**config.mk**
```make
export PLATFORM = sky130hd
export DESIGN_NAME = signed_int_to_radix_text_unit
export DESIGN_NICKNAME = d
export VERILOG_FILES = /design/src/rtl/sirt_pkg.sv /design/src/rtl/signed_int_to_radix_text_unit.sv
export VERILOG_INCLUDE_DIRS = /design/src /design/src/rtl
export SDC_FILE = /design/constraint.sdc
export NUM_CORES = 1
export LEC_CHECK = 0
export BUFFER_PORTS_ARGS = -buffer_cell sky130_fd_sc_hd__buf_4
export CAP_MARGIN = 20
export CORE_UTILIZATION = 35
export DETAILED_ROUTE_END_ITERATION = 10
export SYNTH_ARGS = -nofsm -noshare
export SYNTH_HDL_FRONTEND = slang
export SYNTH_SLANG_ARGS = --single-unit
export TNS_END_PERCENT = 30
```
**constraint.sdc**
```tcl
create_clock -name i_clk -period 11.1 [get_ports i_clk]
set_clock_uncertainty 0.1 [all_clocks]
set_input_delay 1.665 -clock i_clk [delete_from_list [all_inputs] [get_ports i_clk]]
set_output_delay 1.665 -clock i_clk [all_outputs]
set_load 0.005 [all_outputs]
```
**src/rtl/assert_macros.svh**
```systemverilog
// ----------------------------------------------------------------------------
// Assertion macros
// Shared concurrent assertion helpers, compiled out when SYNTHESIS is defined.
// ----------------------------------------------------------------------------
`ifndef ASSERT_MACROS_SVH
`define ASSERT_MACROS_SVH

`ifndef SYNTHESIS

// expression must hold at every clock edge out of reset
`define AST_ALWAYS(label, clk, rst_n, expr, msg) \
    label: assert property (@(posedge clk) disable iff (!(rst_n)) (expr)) else $error(msg);

// consequent must hold in the same cycle as the antecedent
`define AST_IMPLY(label, clk, rst_n, ante, cons, msg) \
    label: assert property (@(posedge clk) disable iff (!(rst_n)) (ante) |-> (cons)) \
        else $error(msg);

// consequent must hold in the cycle after the antecedent
`define AST_NEXT(label, clk, rst_n, ante, cons, msg) \
    label: assert property (@(posedge clk) disable iff (!(rst_n)) (ante) |=> (cons)) \
        else $error(msg);

`else

`define AST_ALWAYS(label, clk, rst_n, expr, msg)
`define AST_IMPLY(label, clk, rst_n, ante, cons, msg)
`define AST_NEXT(label, clk, rst_n, ante, cons, msg)

`endif

`endif

```
**src/rtl/sirt_pkg.sv**
```systemverilog
// ----------------------------------------------------------------------------
// sirt_pkg
// Constants and helpers for the signed integer to radix text unit.
// ----------------------------------------------------------------------------
package sirt_pkg;

    // character codes
    localparam logic [7:0] CH_MINUS = 8'h2D;
    localparam logic [7:0] CH_PLUS  = 8'h2B;

    // configuration register indexes
    localparam logic [1:0] CFG_BASE_SIZE    = 2'd0;
    localparam logic [1:0] CFG_SYMBOLS_LOW  = 2'd1;
    localparam logic [1:0] CFG_SYMBOLS_HIGH = 2'd2;

    typedef logic [7:0] t_char;

    // pick one alphabet byte: 0..7 from the low word, 8..15 from the high word
    function automatic t_char sym_at(input logic [63:0] lo, input logic [63:0] hi,
                                     input logic [3:0] idx);
        logic [63:0] word;
        word = idx[3] ? hi : lo;
        return word[{idx[2:0], 3'b000} +: 8];
    endfunction

endpackage

```
**src/rtl/signed_int_to_radix_text_unit.sv**
```systemverilog
// ----------------------------------------------------------------------------
// signed_int_to_radix_text_unit
// Converts a signed integer into its text in a configurable radix and alphabet.
// ----------------------------------------------------------------------------
// One value is taken at a time; o_stall stays high until the last character
// has been loaded into the output register. Per value the unit first checks
// the alphabet one symbol pair per cycle (n*(n+1)/2 pairs for radix n, at
// most 136), stopping at the first bad pair, then peels off digits with a
// shared bit-serial restoring divider (up to VALUE_BITS digits), then sends one
// character per cycle while the output is not stalled. The longest text comes
// from the most negative 32-bit value in base 2 (three pair checks, 32 digits,
// 33 characters). Characters leave most significant digit first, a minus
// sign before negatives, and o_last_char marks the final one. An invalid
// base size or alphabet gives a single transfer with o_base_invalid set and
// o_symbol zero.
`include "assert_macros.svh"

module signed_int_to_radix_text_unit #(
    parameter int MAX_BASE   = 16,
    parameter int VALUE_BITS = 32
) (
    input  logic        i_clk,
    input  logic        i_rst_n,
    // config write port
    input  logic        i_cfg_we,
    input  logic [1:0]  i_cfg_idx,
    input  logic [63:0] i_cfg_data,
    // input channel
    input  logic        i_valid,
    output logic        o_stall,
    input  logic [31:0] i_value,
    // output channel
    output logic        o_valid,
    input  logic        i_stall,
    output logic [7:0]  o_symbol,
    output logic        o_last_char,
    output logic        o_base_invalid
);

    localparam int RW = (MAX_BASE > 2) ? $clog2(MAX_BASE) : 1; // digit width
    localparam int BW = RW + 1;                                  // radix width
    localparam int CW = $clog2(VALUE_BITS);                      // bit counter
    localparam int SW = $clog2(VALUE_BITS);                      // stack index
    localparam int NW = $clog2(VALUE_BITS + 1);                  // stack count

    localparam logic [2:0] ST_IDLE  = 3'd0;
    localparam logic [2:0] ST_CHECK = 3'd1;
    localparam logic [2:0] ST_DIV   = 3'd2;
    localparam logic [2:0] ST_EMIT  = 3'd3;
    localparam logic [2:0] ST_FLAG  = 3'd4;

    // configuration registers
    logic [4:0]  r_base_size;
    logic [63:0] r_sym_lo;
    logic [63:0] r_sym_hi;

    // sequencer and datapath
    logic [2:0]            r_state, n_state;
    logic [RW-1:0]         r_i, n_i;
    logic [RW-1:0]         r_j, n_j;
    logic [VALUE_BITS-1:0] r_q, n_q;
    logic [RW-1:0]         r_rem, n_rem;
    logic [CW-1:0]         r_bit, n_bit;
    logic [NW-1:0]         r_nd, n_nd;
    logic                  r_neg, n_neg;
    logic [RW-1:0]         r_digits [VALUE_BITS];

    // output register
    logic       r_o_valid, n_o_valid;
    logic [7:0] r_symbol, n_symbol;
    logic       r_last, n_last;
    logic       r_bad, n_bad;

    logic                  accept;
    logic                  out_free;
    logic                  base_bad;
    logic [RW-1:0]         last_idx;
    logic [BW-1:0]         radix;
    logic [7:0]            sym_a, sym_b;
    logic                  pair_bad;
    logic [BW-1:0]         div_t;
    logic                  div_ge;
    logic [RW-1:0]         div_rem;
    logic [VALUE_BITS-1:0] div_q;
    logic [VALUE_BITS-1:0] raw;
    logic                  push;
    logic [SW-1:0]         top_idx;

    assign accept   = i_valid && !o_stall;
    assign out_free = !r_o_valid || !i_stall;
    assign o_stall  = (r_state != ST_IDLE);

    assign base_bad = (r_base_size < 5'd2) || (r_base_size > 5'(MAX_BASE));
    assign last_idx = RW'(r_base_size - 5'd1);
    assign radix    = r_base_size[BW-1:0];

    // pair compare: same index checks for a sign character
    assign sym_a    = sirt_pkg::sym_at(r_sym_lo, r_sym_hi, 4'(r_i));
    assign sym_b    = sirt_pkg::sym_at(r_sym_lo, r_sym_hi, 4'(r_j));
    assign pair_bad = (r_i == r_j)
                    ? ((sym_a == sirt_pkg::CH_MINUS) || (sym_a == sirt_pkg::CH_PLUS))
                    : (sym_a == sym_b);

    // one restoring division step
    assign div_t   = {r_rem, r_q[VALUE_BITS-1]};
    assign div_ge  = (div_t >= radix);
    assign div_rem = div_ge ? RW'(div_t - radix) : RW'(div_t);
    assign div_q   = {r_q[VALUE_BITS-2:0], div_ge};

    assign raw     = i_value[VALUE_BITS-1:0];
    assign top_idx = SW'(r_nd - NW'(1));
    assign push    = (r_state == ST_DIV) && (r_bit == '0);

    // next-state logic
    always_comb begin
        n_state   = r_state;
        n_i       = r_i;
        n_j       = r_j;
        n_q       = r_q;
        n_rem     = r_rem;
        n_bit     = r_bit;
        n_nd      = r_nd;
        n_neg     = r_neg;
        n_o_valid = r_o_valid && i_stall;
        n_symbol  = r_symbol;
        n_last    = r_last;
        n_bad     = r_bad;
        case (r_state)
            ST_IDLE: begin
                if (accept) begin
                    n_neg = raw[VALUE_BITS-1];
                    n_q   = raw[VALUE_BITS-1] ? (~raw + VALUE_BITS'(1)) : raw;
                    n_i   = '0;
                    n_j   = '0;
                    n_state = base_bad ? ST_FLAG : ST_CHECK;
                end
            end
            ST_CHECK: begin
                if (pair_bad) begin
                    n_state = ST_FLAG;
                end else if (r_j == last_idx) begin
                    if (r_i == last_idx) begin
                        n_rem   = '0;
                        n_bit   = CW'(VALUE_BITS - 1);
                        n_nd    = '0;
                        n_state = ST_DIV;
                    end else begin
                        n_i = r_i + RW'(1);
                        n_j = r_i + RW'(1);
                    end
                end else begin
                    n_j = r_j + RW'(1);
                end
            end
            ST_DIV: begin
                n_q   = div_q;
                n_rem = div_rem;
                n_bit = r_bit - CW'(1);
                if (r_bit == '0) begin
                    n_nd  = r_nd + NW'(1);
                    n_rem = '0;
                    n_bit = CW'(VALUE_BITS - 1);
                    if (div_q == '0) begin
                        n_state = ST_EMIT;
                    end
                end
            end
            ST_EMIT: begin
                if (out_free) begin
                    n_o_valid = 1'b1;
                    n_bad     = 1'b0;
                    if (r_neg) begin
                        n_neg    = 1'b0;
                        n_symbol = sirt_pkg::CH_MINUS;
                        n_last   = 1'b0;
                    end else begin
                        n_nd     = r_nd - NW'(1);
                        n_symbol = sirt_pkg::sym_at(r_sym_lo, r_sym_hi,
                                                    4'(r_digits[top_idx]));
                        n_last   = (r_nd == NW'(1));
                        if (r_nd == NW'(1)) begin
                            n_state = ST_IDLE;
                        end
                    end
                end
            end
            ST_FLAG: begin
                if (out_free) begin
                    n_o_valid = 1'b1;
                    n_symbol  = '0;
                    n_last    = 1'b1;
                    n_bad     = 1'b1;
                    n_state   = ST_IDLE;
                end
            end
            default: begin
                n_state = ST_IDLE;
            end
        endcase
    end

    // control and configuration registers
    always_ff @(posedge i_clk) begin
        if (!i_rst_n) begin
            r_state     <= ST_IDLE;
            r_o_valid   <= 1'b0;
            r_nd        <= '0;
            r_base_size <= '0;
            r_sym_lo    <= '0;
            r_sym_hi    <= '0;
        end else begin
            r_state   <= n_state;
            r_o_valid <= n_o_valid;
            r_nd      <= n_nd;
            if (i_cfg_we) begin
                case (i_cfg_idx)
                    sirt_pkg::CFG_BASE_SIZE:    r_base_size <= i_cfg_data[4:0];
                    sirt_pkg::CFG_SYMBOLS_LOW:  r_sym_lo    <= i_cfg_data;
                    sirt_pkg::CFG_SYMBOLS_HIGH: r_sym_hi    <= i_cfg_data;
                    default: ;
                endcase
            end
        end
    end

    // datapath registers
    always_ff @(posedge i_clk) begin
        r_i      <= n_i;
        r_j      <= n_j;
        r_q      <= n_q;
        r_rem    <= n_rem;
        r_bit    <= n_bit;
        r_neg    <= n_neg;
        r_symbol <= n_symbol;
        r_last   <= n_last;
        r_bad    <= n_bad;
        if (push) begin
            r_digits[r_nd[SW-1:0]] <= div_rem;
        end
    end

    assign o_valid        = r_o_valid;
    assign o_symbol       = r_symbol;
    assign o_last_char    = r_last;
    assign o_base_invalid = r_bad;

    // checks
    `AST_ALWAYS(a_nd_bound, i_clk, i_rst_n, r_nd <= NW'(VALUE_BITS), "digit stack overflow")
    `AST_IMPLY(a_rem_range, i_clk, i_rst_n, r_state == ST_DIV, BW'(r_rem) < radix,
               "remainder out of range")
    `AST_IMPLY(a_flag_form, i_clk, i_rst_n, o_valid && o_base_invalid,
               o_last_char && (o_symbol == 8'd0), "bad flagged result")
    `AST_NEXT(a_busy_after_accept, i_clk, i_rst_n, accept, r_state != ST_IDLE,
              "idle right after accept")
    `AST_IMPLY(a_emit_has_work, i_clk, i_rst_n, (r_state == ST_EMIT) && !r_neg, r_nd != '0,
               "emit with empty stack")

endmodule
```
==> run_summary.xml, run 1 <==
<?xml version="1.0" encoding="UTF-8"?>
<metrics>
  <group name="logic_synthesis">
    <metric name="ys_types" unit="">81</metric>
    <metric name="post_synth_main_area_contributors" unit="">edfxtp_1 (32%), dfxtp_1 (16%), mux4_2 (9.4%), nand2_1 (7.2%), mux2i_1 (7.1%)</metric>
    <metric name="synth_nets" unit="">1749</metric>
    <metric name="yosys.area.top_type_share" unit="%">31.9</metric>
    <metric name="syn_std_cell_area" unit="µm²">17700</metric>
    <metric name="synth-xor-area-share" unit="%">3.28</metric>
    <metric name="netlist_top_cells_count" unit="">nand2_1 (338), edfxtp_1 (188), a21oi_1 (153), dfxtp_1 (143), mux2i_1 (126)</metric>
    <metric name="main_combinational_cell_family_by_area_after_synthesis" unit="">multiplexers</metric>
    <metric name="synth_ff_type" unit="">edfxtp_1</metric>
    <metric name="muxShareOfSynthArea" unit="%">18.7</metric>
    <metric name="synthesis.yosys.warnings" unit="">0</metric>
    <metric name="share_of_the_yosys_chip_area_belonging_to_registers" unit="%">48.1</metric>
    <metric name="yosysTopAreaCell" unit="">edfxtp_1</metric>
    <metric name="synth.ff_latch_count" unit="">331</metric>
    <metric name="synthesis.instances" unit="">1630</metric>
    <metric name="syn_avg_cell_area" unit="µm²">10.9</metric>
    <metric name="simple_gate_fraction_of_synth_area" unit="%">14.2</metric>
    <metric name="post_synth_fa_ha_maj_area_fraction" unit="%">1.17</metric>
    <metric name="compound_gate_fraction_of_synth_area" unit="%">10.7</metric>
    <metric name="synth.most_common_cell" unit="">nand2_1</metric>
    <metric name="asyncSetResetFlopFracSynth" unit="%">0</metric>
    <metric name="synth_edf_count" unit="">188</metric>
  </group>
  <group name="floorplanning">
    <metric name="die_h" unit="µm">227</metric>
    <metric name="placementRows" unit="">82</metric>
    <metric name="start_util" unit="%">35.4</metric>
    <metric name="core_area" unit="µm²">50000</metric>
    <metric name="top_level_ports" unit="">115</metric>
    <metric name="die_x" unit="µm">227</metric>
    <metric name="die-area" unit="µm²">51500</metric>
  </group>
  <group name="placed_design">
    <metric name="detailed_place_hpwl" unit="mm">33.7</metric>
    <metric name="final_weighted_congestion_of_routability_driven_global_placement" unit="">0.896</metric>
    <metric name="numPortBuffers" unit="">114</metric>
  </group>
  <group name="clocking">
    <metric name="tritoncts" unit="">yes</metric>
    <metric name="clockBufferDepth" unit="">3</metric>
    <metric name="cts-hold-fix-buffers" unit="">0</metric>
    <metric name="cts_made_buffers" unit="">38</metric>
    <metric name="ctsRootBufferMaster" unit="">clkbuf_16</metric>
    <metric name="post_cts.resized_instances" unit="">0</metric>
    <metric name="htreeDepth" unit="">2</metric>
    <metric name="clkLatencyLatePin" unit="ns">0.59</metric>
    <metric name="clk_pin_slew_worst_paths" unit="ns">0.06</metric>
    <metric name="cts_setup_buffers" unit="">0</metric>
    <metric name="clock_sinks" unit="">331</metric>
  </group>
  <group name="routing">
    <metric name="initialDrtViolationCount" unit="">1036</metric>
    <metric name="post_drt_wl_per_cell" unit="µm">20.5</metric>
    <metric name="detail_route.drc_violations" unit="">0</metric>
    <metric name="postRouteAntennaNets" unit="">0</metric>
    <metric name="routed_via_density" unit="">5.43</metric>
    <metric name="dr_total_vias" unit="">13037</metric>
    <metric name="detailedRoute.firstPassIterationCount" unit="">5</metric>
    <metric name="detail_route.wirelength" unit="mm">49.2</metric>
  </group>
  <group name="setup_path">
    <metric name="worst-endpoint-required" unit="ns">11.32</metric>
    <metric name="worst_path_largest_cell_delay" unit="ns">0.64</metric>
    <metric name="worst-endpoint-arrival" unit="ns">4.88</metric>
    <metric name="critical_path.max_fanout" unit="">50</metric>
    <metric name="timing.critical_path.cells" unit="">buf_4 -&gt; inv_1 -&gt; ha_1 -&gt; buf_4 -&gt; mux4_2 -&gt; mux2i_1 -&gt; mux2i_1 -&gt; mux2i_4 -&gt; buf_4 -&gt; mux2i_1 -&gt; a22oi_1 -&gt; nand3_1 -&gt; a31oi_1</metric>
    <metric name="timing.setup.critical_path_class" unit="">reg -&gt; reg</metric>
    <metric name="worstPathBufferInverterCount" unit="">4</metric>
    <metric name="crit_path_end_kind" unit="">flop</metric>
    <metric name="crit_path_start_kind" unit="">flop</metric>
    <metric name="category_of_cells_accounting_for_the_largest_share_of_critical_path_delay" unit="">buffers and inverters</metric>
    <metric name="crit_path_top_delay_cell" unit="">buf_4</metric>
  </group>
  <group name="cells_and_area">
    <metric name="fin_nets" unit="">1816</metric>
    <metric name="finalCoreUtilization" unit="%">40.6</metric>
    <metric name="drive_above_1_share" unit="%">18.1</metric>
    <metric name="syn_to_final_growth" unit="%">14.7</metric>
  </group>
  <group name="sta">
    <metric name="worst_pin_slew" unit="ns">1.01</metric>
    <metric name="max_slew_margin" unit="%">32.3</metric>
    <metric name="final_max_slew_viol_count" unit="">0</metric>
    <metric name="fin_setup_tns" unit="ns">0</metric>
    <metric name="timing.final.crit_share" unit="%">42.0</metric>
    <metric name="rsz0062_at_grt" unit="">no</metric>
    <metric name="maxClockFrequency" unit="MHz">214</metric>
    <metric name="finalHoldViolations" unit="">0</metric>
    <metric name="finalWorstPathRequiredPeriod" unit="ns">4.66</metric>
    <metric name="final-setup-viol-count" unit="">0</metric>
  </group>
  <group name="global_route">
    <metric name="globalRoute.totalOverflow" unit="">0</metric>
    <metric name="grt_busiest_layer" unit="">met2</metric>
    <metric name="grt_util_met3" unit="%">2.64</metric>
    <metric name="antenna_violations_before_repair" unit="">2</metric>
    <metric name="met2_usage" unit="%">34.3</metric>
    <metric name="grt.total_usage" unit="%">19.3</metric>
    <metric name="grt_start_max_net_pins" unit="">77</metric>
    <metric name="wire_length_of_the_first_global_routing_pass" unit="mm">75.7</metric>
    <metric name="grt_pass1_vias" unit="">12902</metric>
    <metric name="groute.layer.met1.usage" unit="%">24.2</metric>
  </group>
  <group name="outcome">
    <metric name="status" unit="">finished, final reports clean</metric>
  </group>
  <group name="power_and_ir_drop">
    <metric name="worst_ir_drop_vdd" unit="mV">0.120</metric>
    <metric name="powerDensity" unit="nW/µm²">175</metric>
    <metric name="static-leakage-power" unit="nW">7.06</metric>
  </group>
  <group name="min_path">
    <metric name="holdCritPathClass" unit="">reg -&gt; reg</metric>
  </group>
  <group name="flow_run">
    <metric name="max_cap_violations" unit="">0</metric>
  </group>
</metrics>
==> cells in the final DEF (no fill, tap or decap), drive strengths merged, types with 9 or more instances in the layout <==
cell	synthesis	routed
a22oi	30	30
dfxtp	143	143
nand2	338	338
xor2	38	38
nand3	24	24
o31ai	9	9
xnor2	18	18
inv	17	21
mux2i	129	129
mux4	82	82
nor3	16	16
clkinv	1	11
edfxtp	188	188
a221oi	13	13
nor2b	20	20
a21oi	154	154
o21ai	51	51
or3	10	10
buf	50	137
mux2	10	10
nor4	10	10
ha	15	15
clkbuf	60	50
nor2	79	79
and2	19	19
==> layout make-up <==
cell class | instances | area, µm²
multi-input cells | 1171 | 8530
clock buffers | 50 | 1050
inverters | 18 | 70.1
well taps | 672 | 841
clock inverters | 19 | 253
fillers | 4761 | 29700
repair buffers | 137 | 1030
flip-flops and latches | 331 | 8510
diodes | 1 | 2.50
==> through the flow <==
step                hold slack (ns)  power [W]  std cells  cell area [µm²]  setup slack, ns
floorplan                     0.353    0.00205       1630            17700             7.02
global placement              0.374    0.00226       2329            19000             6.53
detailed placement            0.381    0.00228       2329            19000             6.46
CTS                           0.389    0.00358       2398            20300             6.44
global route                  0.407    0.00370       2399            20300             6.12
finish                        0.394    0.00355       2399            20300             6.44
==> worst paths after layout <==
path | start | end | slack [ns] | cells after the start
setup / recovery | r_nd[0]$_SDFFE_PN0P_ | o_symbol[0]$_SDFFCE_PP0P_ | 6.44 | 13
hold / removal | r_sym_hi[51]$_SDFFE_PN0P_ | r_sym_hi[51]$_SDFFE_PN0P_ | 0.39 | 2
setup reg to reg | r_nd[0]$_SDFFE_PN0P_ | o_symbol[0]$_SDFFCE_PP0P_ | 6.44 | 13
hold reg to reg | r_sym_hi[51]$_SDFFE_PN0P_ | r_sym_hi[51]$_SDFFE_PN0P_ | 0.39 | 2
==> layer usage <==
metal,share of wire (%),vias to the layer above
met3,4.7,70
li1,-,6136
met2,51,344
met5,0,-
met4,2.2,0
met1,42,6487
==> worst register-to-register path, cell delays in order, from the launching register on <==
cell and delay (ns):
dfxtp_2 0.31, buf_4 0.57, inv_1 0.24, ha_1 0.34, buf_4 0.40, mux4_2 0.42
mux2i_1 0.27, mux2i_1 0.16, mux2i_4 0.16, buf_4 0.64, mux2i_1 0.41, a22oi_1 0.13
nand3_1 0.14, a31oi_1 0.10
==> cells by family after synthesis <==
group           Yosys count
compound gates          313
flops                   331
simple gates            563
mux                     221
buf+inv                 128
fa+ha+maj                16
xor+xnor                 58
==> report_power, final <==
| group | switching, W | internal [W] |
|---|---|---|
| Sequential | 0.0000897 | 0.00142 |
| Clock | 0.000544 | 0.000751 |
| Combinational | 0.000443 | 0.000302 |
| Total | 0.00108 | 0.00248 |
==> registers in the layout, indices dropped and copies added (netlist names), 3 cells and up <==
signal and cells:
o_symbol 8, r_j 4, r_digits 128, r_sym_hi 64, r_q 32, r_nd 6
r_rem 4, r_sym_lo 64, r_base_size 5, r_bit 5, r_state 3, r_i 4
(Power assumes the default switching activity.)
==> run 2: changes to the inputs <==
--- a/config.mk
+++ b/config.mk
@@ -6,6 +6,7 @@
 export SDC_FILE = /design/constraint.sdc
 export NUM_CORES = 1
 export LEC_CHECK = 0
+export ABC_AREA = 1
 export BUFFER_PORTS_ARGS = -buffer_cell sky130_fd_sc_hd__buf_4
 export CAP_MARGIN = 20
 export CORE_UTILIZATION = 35
==> constraint.sdc (replaced) <==
create_clock -name i_clk -period 4.3 [get_ports i_clk]
set_clock_uncertainty 0.1 [all_clocks]
set_input_delay 0.645 -clock i_clk [delete_from_list [all_inputs] [get_ports i_clk]]
set_output_delay 0.645 -clock i_clk [all_outputs]
set_load 0.005 [all_outputs]
==> run 2 against run 1 <==
Die area up 2.4%. First-iteration DRC count rose by 54%. Clock-buffer cell count up 4. Maximum frequency up 28%. Via count grew 29%. Routed wire length up 17%. Sequential cell count stayed put. Sequential share of layout area decreased by 0.68 points.
==> run_summary.xml, run 2 <==
<?xml version="1.0" encoding="UTF-8"?>
<metrics>
  <group name="setup_path">
    <metric name="worst_r2r_startpoint" unit="">r_nd[1]$_SDFFE_PN0P_</metric>
    <metric name="timing.setup.critical_path_class" unit="">reg -&gt; reg</metric>
    <metric name="critical_path.max_fanout" unit="">100</metric>
    <metric name="timing.critical_path.cells" unit="">inv_2 -&gt; ha_1 -&gt; inv_2 -&gt; a21oi_1 -&gt; a22oi_1 -&gt; nand2_1 -&gt; nand3_1 -&gt; nand3_1 -&gt; nand2_2 -&gt; buf_12 -&gt; o21ai_1 -&gt; nand2_1 -&gt; nand3_1 -&gt; nand3_1 -&gt; nand3_1 -&gt; nand2_1 -&gt; inv_1</metric>
    <metric name="crit_path_end_kind" unit="">flop</metric>
    <metric name="crit_path_top_delay_cell" unit="">inv_2</metric>
    <metric name="crit_path_start_kind" unit="">flop</metric>
    <metric name="cp_startpoint" unit="">r_nd[1]$_SDFFE_PN0P_</metric>
    <metric name="worst_setup_slack_for_register_to_register_paths" unit="ns">0.64</metric>
    <metric name="worst_path_largest_cell_delay" unit="ns">0.52</metric>
    <metric name="worst-endpoint-required" unit="ns">4.53</metric>
    <metric name="critical-path-top-cell-by-count" unit="">nand3_1</metric>
    <metric name="worst-endpoint-arrival" unit="ns">3.89</metric>
  </group>
  <group name="logic_synthesis">
    <metric name="syn_avg_cell_area" unit="µm²">7.84</metric>
    <metric name="syn_std_cell_area" unit="µm²">18100</metric>
    <metric name="yosys.area.top_type_share" unit="%">31.1</metric>
    <metric name="synthesis.instances" unit="">2313</metric>
    <metric name="synth_nets" unit="">2432</metric>
    <metric name="simple_gate_fraction_of_synth_area" unit="%">22.6</metric>
    <metric name="post_synth_fa_ha_maj_area_fraction" unit="%">1.15</metric>
    <metric name="synthesis.yosys.warnings" unit="">0</metric>
    <metric name="share_of_the_yosys_chip_area_belonging_to_registers" unit="%">46.9</metric>
    <metric name="main_combinational_cell_family_by_area_after_synthesis" unit="">simple AND/OR/NAND/NOR gates</metric>
    <metric name="compound_gate_fraction_of_synth_area" unit="%">18.2</metric>
    <metric name="ys_types" unit="">50</metric>
    <metric name="yosysTopAreaCell" unit="">edfxtp_1</metric>
    <metric name="synth.ff_latch_count" unit="">331</metric>
    <metric name="asyncSetResetFlopFracSynth" unit="%">0</metric>
    <metric name="muxShareOfSynthArea" unit="%">0</metric>
    <metric name="post_synth_main_area_contributors" unit="">edfxtp_1 (31%), dfxtp_1 (16%), nand2_1 (9.4%), nand3_1 (8.8%), a21oi_1 (6.7%)</metric>
    <metric name="synth.most_common_cell" unit="">nand2_1</metric>
    <metric name="synth_ff_type" unit="">edfxtp_1</metric>
    <metric name="netlist_top_cells_count" unit="">nand2_1 (454), nand3_1 (317), a21oi_1 (242), o21ai_0 (217), inv_1 (193)</metric>
    <metric name="synth_edf_count" unit="">188</metric>
    <metric name="synth-xor-area-share" unit="%">2.42</metric>
  </group>
  <group name="floorplanning">
    <metric name="placementRows" unit="">83</metric>
    <metric name="top_level_ports" unit="">115</metric>
    <metric name="die_h" unit="µm">230</metric>
    <metric name="die-area" unit="µm²">52700</metric>
    <metric name="start_util" unit="%">35.4</metric>
    <metric name="die_x" unit="µm">230</metric>
    <metric name="core_area" unit="µm²">51200</metric>
  </group>
  <group name="placed_design">
    <metric name="final_weighted_congestion_of_routability_driven_global_placement" unit="">0.921</metric>
    <metric name="place_worst_setup_slack" unit="ns">0.781</metric>
    <metric name="numPortBuffers" unit="">114</metric>
    <metric name="detailed_place_hpwl" unit="mm">37.5</metric>
  </group>
  <group name="clocking">
    <metric name="tritoncts" unit="">yes</metric>
    <metric name="cts-hold-fix-buffers" unit="">0</metric>
    <metric name="post_cts.resized_instances" unit="">0</metric>
    <metric name="clock_sinks" unit="">331</metric>
    <metric name="clockBufferDepth" unit="">3</metric>
    <metric name="cts_setup_buffers" unit="">0</metric>
    <metric name="ctsRootBufferMaster" unit="">clkbuf_16</metric>
    <metric name="clkLatencyLatePin" unit="ns">0.58</metric>
    <metric name="cts_made_buffers" unit="">40</metric>
    <metric name="clk_pin_slew_worst_paths" unit="ns">0.06</metric>
    <metric name="htreeDepth" unit="">2</metric>
  </group>
  <group name="routing">
    <metric name="dr_total_vias" unit="">16754</metric>
    <metric name="detail_route.wirelength" unit="mm">57.7</metric>
    <metric name="postRouteAntennaNets" unit="">0</metric>
    <metric name="routed_via_density" unit="">5.49</metric>
    <metric name="detail_route.drc_violations" unit="">0</metric>
    <metric name="post_drt_wl_per_cell" unit="µm">18.9</metric>
    <metric name="initialDrtViolationCount" unit="">1596</metric>
    <metric name="detailedRoute.firstPassIterationCount" unit="">6</metric>
  </group>
  <group name="outcome">
    <metric name="status" unit="">finished, final reports clean</metric>
  </group>
  <group name="sta">
    <metric name="timing.final.crit_share" unit="%">85.0</metric>
    <metric name="layout_setup_ws" unit="ns">0.645</metric>
    <metric name="finalWorstPathRequiredPeriod" unit="ns">3.66</metric>
    <metric name="final_max_slew_viol_count" unit="">0</metric>
    <metric name="maxClockFrequency" unit="MHz">274</metric>
    <metric name="rsz0062_at_grt" unit="">no</metric>
    <metric name="worst_pin_slew" unit="ns">0.983</metric>
    <metric name="final-setup-viol-count" unit="">0</metric>
    <metric name="fin_setup_tns" unit="ns">0</metric>
    <metric name="max_slew_margin" unit="%">34.2</metric>
    <metric name="finalHoldViolations" unit="">0</metric>
  </group>
  <group name="cells_and_area">
    <metric name="top_library_cells_by_usage_in_the_layout_fill_and_taps_aside" unit="">nand2_1 (454), nand3_1 (315), a21oi_1 (242)</metric>
    <metric name="layout.cells.most_common" unit="">nand2_1</metric>
    <metric name="largest_register_ffs" unit="">128</metric>
    <metric name="drive_above_1_share" unit="%">10.1</metric>
    <metric name="fin_nets" unit="">2459</metric>
    <metric name="antenna-diode-count" unit="">0</metric>
    <metric name="syn_to_final_growth" unit="%">13.7</metric>
  </group>
  <group name="global_route">
    <metric name="grt_start_max_net_pins" unit="">107</metric>
    <metric name="globalRoute.totalOverflow" unit="">0</metric>
    <metric name="grt.total_usage" unit="%">21.3</metric>
    <metric name="antenna_violations_before_repair" unit="">0</metric>
    <metric name="wire_length_of_the_first_global_routing_pass" unit="mm">88.7</metric>
    <metric name="grt_pass1_vias" unit="">15937</metric>
  </group>
  <group name="min_path">
    <metric name="hp-start" unit="">i_cfg_data[38]</metric>
    <metric name="holdCritPathClass" unit="">in -&gt; reg</metric>
  </group>
  <group name="flow_run">
    <metric name="max_cap_violations" unit="">0</metric>
  </group>
</metrics>
run 2: changes by cell type in the layout (fill, tap and decap cells not counted), moves of 58 or more:
cell | before | now
a21oi_1 | 150 | 242
o21ai_0 | 51 | 216
mux2i_1 | 126 | 0
nand3_1 | 24 | 315
o211ai_1 | 4 | 62
nand2_1 | 338 | 454
mux4_2 | 74 | 0
inv_1 | 17 | 193
run 2: worst paths after layout:
check,end,cells past startpoint
worst max-delay path,o_symbol[5]$_SDFFCE_PP0P_,17
worst min-delay path,r_sym_lo[38]$_SDFFE_PN0P_,3
worst max register to register,o_symbol[5]$_SDFFCE_PP0P_,17
worst min register to register,r_sym_lo[2]$_SDFFE_PN0P_,2
run 2: per-layer routing:
layer	up-vias	share of wire [%]	GRT usage [%]
li1	8001	-	-
met1	7866	41	26.5
met2	739	48	35.5
met3	148	7.6	3.97
met4	0	3.7	9.63
met5	-	0	0
run 2: stage by stage:
stage / cell area [µm²] / hold WS (ns) / util (%) / cells
3_5_place_dp: 19300 / 0.379 / 37.7 / 2978
4_1_cts: 20600 / 0.222 / 40.3 / 3050
6_report: 20600 / 0.235 / 40.3 / 3050
5_1_grt: 20600 / 0.239 / 40.3 / 3050
2_1_floorplan: 18100 / 0.344 / - / 2313
3_3_place_gp: 19300 / 0.376 / 37.7 / 2978
run 2: worst max-delay path: cells and delay by family (launching register included):
kind,cells,cell delay (ns)
buf+inv,4,1.00
simple gates,9,0.96
compound gates,3,0.47
flops,1,0.43
fa+ha+maj,1,0.32
run 2: cells by family (layout without fill, tap and decap cells):
kind of cell / after synthesis / after routing
buf+inv: 366 / 423
fa+ha+maj: 16 / 16
flops: 331 / 331
xor+xnor: 47 / 47
compound gates: 602 / 602
simple gates: 951 / 951
run 2: layout make-up:
| type | instances | area, µm² |
|---|---|---|
| fill | 5173 | 30600 |
| sequential | 331 | 8510 |
| multi-input combinational | 1616 | 8080 |
| clock buffer | 54 | 1090 |
| timing repair buffer | 141 | 1080 |
| tap | 680 | 851 |
| inverter | 210 | 791 |
| clock inverter | 18 | 205 |
Power of run 2 is left out: the tool's default activity adds up to more than one toggle a clock period on the data nets, which glitch-free logic cannot reach.
==> run 3: changes to the inputs <==
--- a/config.mk
+++ b/config.mk
@@ -6,7 +6,6 @@
 export SDC_FILE = /design/constraint.sdc
 export NUM_CORES = 1
 export LEC_CHECK = 0
-export ABC_AREA = 1
 export BUFFER_PORTS_ARGS = -buffer_cell sky130_fd_sc_hd__buf_4
 export CAP_MARGIN = 20
 export CORE_UTILIZATION = 35
==> run 3 against run 2 <==
Setup slack got worse by 0.26 ns. Global-route usage decreased by 2.0 points. Sequential cell count is the same. Final cell count fell by 21%. Clock-buffer cell count shrank 5. Critical path type unchanged. Highest routed layer is now met5. Core utilization is 0.46 points higher.
==> run_summary.xml, run 3 (synthesized netlist as in run 1, its figures left out) <==
<?xml version="1.0" encoding="UTF-8"?>
<metrics>
  <group name="cells_and_area">
    <metric name="syn_to_final_growth" unit="%">15.0</metric>
    <metric name="drive_above_1_share" unit="%">18.6</metric>
    <metric name="fin_area" unit="µm²">20400</metric>
    <metric name="layout.cells.most_common" unit="">nand2_1</metric>
    <metric name="antenna-diode-count" unit="">0</metric>
    <metric name="finalCoreUtilization" unit="%">40.7</metric>
    <metric name="fin_nets" unit="">1828</metric>
    <metric name="largest_register_ffs" unit="">128</metric>
    <metric name="fillerInstances" unit="">4765</metric>
    <metric name="top_library_cells_by_usage_in_the_layout_fill_and_taps_aside" unit="">nand2_1 (338), edfxtp_1 (188), a21oi_1 (150)</metric>
  </group>
  <group name="floorplanning">
    <metric name="die_x" unit="µm">227</metric>
    <metric name="top_level_ports" unit="">115</metric>
    <metric name="placementRows" unit="">82</metric>
    <metric name="die_h" unit="µm">227</metric>
    <metric name="core_area" unit="µm²">50000</metric>
    <metric name="die-area" unit="µm²">51500</metric>
    <metric name="start_util" unit="%">35.4</metric>
  </group>
  <group name="setup_path">
    <metric name="crit_path_start_kind" unit="">flop</metric>
    <metric name="crit_path_end_kind" unit="">flop</metric>
    <metric name="worst-endpoint-arrival" unit="ns">3.98</metric>
    <metric name="crit_path_top_delay_cell" unit="">edfxtp_1</metric>
    <metric name="timing.setup.critical_path_class" unit="">reg -&gt; reg</metric>
    <metric name="timing.critical_path.cells" unit="">inv_1 -&gt; mux2i_1 -&gt; a211oi_1 -&gt; nand3_1 -&gt; o211ai_1 -&gt; or4_4 -&gt; a31oi_1 -&gt; nor2b_1</metric>
    <metric name="worst_path_largest_cell_delay" unit="ns">0.80</metric>
    <metric name="critical_path.max_fanout" unit="">14</metric>
    <metric name="worst-endpoint-required" unit="ns">4.37</metric>
  </group>
  <group name="routing">
    <metric name="routed_via_density" unit="">5.48</metric>
    <metric name="postRouteAntennaNets" unit="">0</metric>
    <metric name="post_drt_wl_per_cell" unit="µm">20.5</metric>
    <metric name="dr_total_vias" unit="">13189</metric>
    <metric name="detail_route.drc_violations" unit="">0</metric>
    <metric name="initialDrtViolationCount" unit="">1089</metric>
    <metric name="detailedRoute.firstPassIterationCount" unit="">5</metric>
    <metric name="detail_route.wirelength" unit="mm">49.3</metric>
  </group>
  <group name="sta">
    <metric name="worst_pin_slew" unit="ns">0.924</metric>
    <metric name="finalWorstPathRequiredPeriod" unit="ns">3.92</metric>
    <metric name="rsz0062_at_grt" unit="">no</metric>
    <metric name="timing.final.crit_share" unit="%">91.1</metric>
    <metric name="final_max_slew_viol_count" unit="">0</metric>
    <metric name="max_slew_margin" unit="%">38.4</metric>
    <metric name="fin_setup_tns" unit="ns">0</metric>
    <metric name="final-setup-viol-count" unit="">0</metric>
    <metric name="finalHoldViolations" unit="">0</metric>
    <metric name="maxClockFrequency" unit="MHz">255</metric>
    <metric name="fin_hold_ws" unit="ns">0.255</metric>
  </group>
  <group name="placed_design">
    <metric name="numPortBuffers" unit="">114</metric>
    <metric name="final_weighted_congestion_of_routability_driven_global_placement" unit="">0.930</metric>
    <metric name="dpl_cell_area" unit="µm²">19100</metric>
    <metric name="detailed_place_hpwl" unit="mm">35.1</metric>
  </group>
  <group name="clocking">
    <metric name="clkLatencyLatePin" unit="ns">0.55</metric>
    <metric name="cts-hold-fix-buffers" unit="">0</metric>
    <metric name="clock_sinks" unit="">331</metric>
    <metric name="clockBufferDepth" unit="">3</metric>
    <metric name="cts_made_buffers" unit="">37</metric>
    <metric name="post_cts.resized_instances" unit="">0</metric>
    <metric name="clk_pin_slew_worst_paths" unit="ns">0.06</metric>
    <metric name="ctsRootBufferMaster" unit="">clkbuf_16</metric>
    <metric name="htreeDepth" unit="">2</metric>
    <metric name="tritoncts" unit="">yes</metric>
    <metric name="cts_setup_buffers" unit="">0</metric>
  </group>
  <group name="global_route">
    <metric name="wire_length_of_the_first_global_routing_pass" unit="mm">76.4</metric>
    <metric name="globalRoute.totalOverflow" unit="">0</metric>
    <metric name="grt_start_max_net_pins" unit="">83</metric>
    <metric name="antenna_violations_before_repair" unit="">1</metric>
    <metric name="grt.total_usage" unit="%">19.3</metric>
    <metric name="grt_pass1_vias" unit="">12998</metric>
  </group>
  <group name="outcome">
    <metric name="status" unit="">finished, final reports clean</metric>
  </group>
  <group name="power_and_ir_drop">
    <metric name="powerDensity" unit="nW/µm²">444</metric>
    <metric name="static-leakage-power" unit="nW">7.12</metric>
    <metric name="worst_ir_drop_vdd" unit="mV">0.287</metric>
  </group>
  <group name="min_path">
    <metric name="holdCritPathClass" unit="">in -&gt; reg</metric>
  </group>
  <group name="flow_run">
    <metric name="max_cap_violations" unit="">0</metric>
  </group>
</metrics>
run 3: final cells by class:
type | count | area [µm²] | share of cell area [%]
well taps | 672 | 841 | 4.13
flip-flops and latches | 331 | 8510 | 41.8
repair buffers | 150 | 1190 | 5.84
clock inverters | 17 | 185 | 0.910
clock buffers | 49 | 1030 | 5.07
inverters | 18 | 70.1 | 0.344
multi-input cells | 1171 | 8530 | 41.9
run 3: path summary, 6_finish.rpt:
kind                             startpoint                   endpoint  slack [ns]  cells after the start
setup / recovery       r_i[2]$_SDFFCE_PN0P_     r_bit[0]$_SDFFCE_PN1P_        0.38                      8
hold / removal               i_cfg_data[11]  r_sym_lo[11]$_SDFFE_PN0P_        0.26                      3
setup reg to reg       r_i[2]$_SDFFCE_PN0P_     r_bit[0]$_SDFFCE_PN1P_        0.38                      8
hold reg to reg   r_sym_lo[29]$_SDFFE_PN0P_  r_sym_lo[29]$_SDFFE_PN0P_        0.39                      2
run 3: layer usage:
layer | part of all wire, % | up-vias | GRT usage, %
met5 | 0.020 | - | 0
met4 | 2.2 | 2 | 5.43
met3 | 5.3 | 68 | 2.76
met2 | 51 | 422 | 33.9
met1 | 41 | 6550 | 24.5
li1 | - | 6147 | -
run 3: report_power, final:
part | switching (W) | internal [W] | total, W
Sequential | 0.000220 | 0.00368 | 0.00390
Combinational | 0.00113 | 0.000814 | 0.00194
Clock | 0.00131 | 0.00188 | 0.00319
run 3: per-stage QoR:
stage / power, W / setup WS (ns) / std cells
2_1_floorplan: 0.00530 / 0.421 / 1630
3_3_place_gp: 0.00585 / 0.512 / 2340
3_5_place_dp: 0.00589 / 0.393 / 2340
4_1_cts: 0.00909 / 0.380 / 2406
5_1_grt: 0.00941 / 0.0122 / 2408
6_report: 0.00903 / 0.384 / 2408
run 3: critical path: cells and delay by family (launching register included):
kind | cells | cell delay (ns)
flip-flops | 1 | 0.80
buffers and inverters | 1 | 0.50
AND/OR/NAND/NOR | 3 | 1.07
multiplexers | 1 | 0.22
AO/OA/AOI/OAI | 3 | 0.83
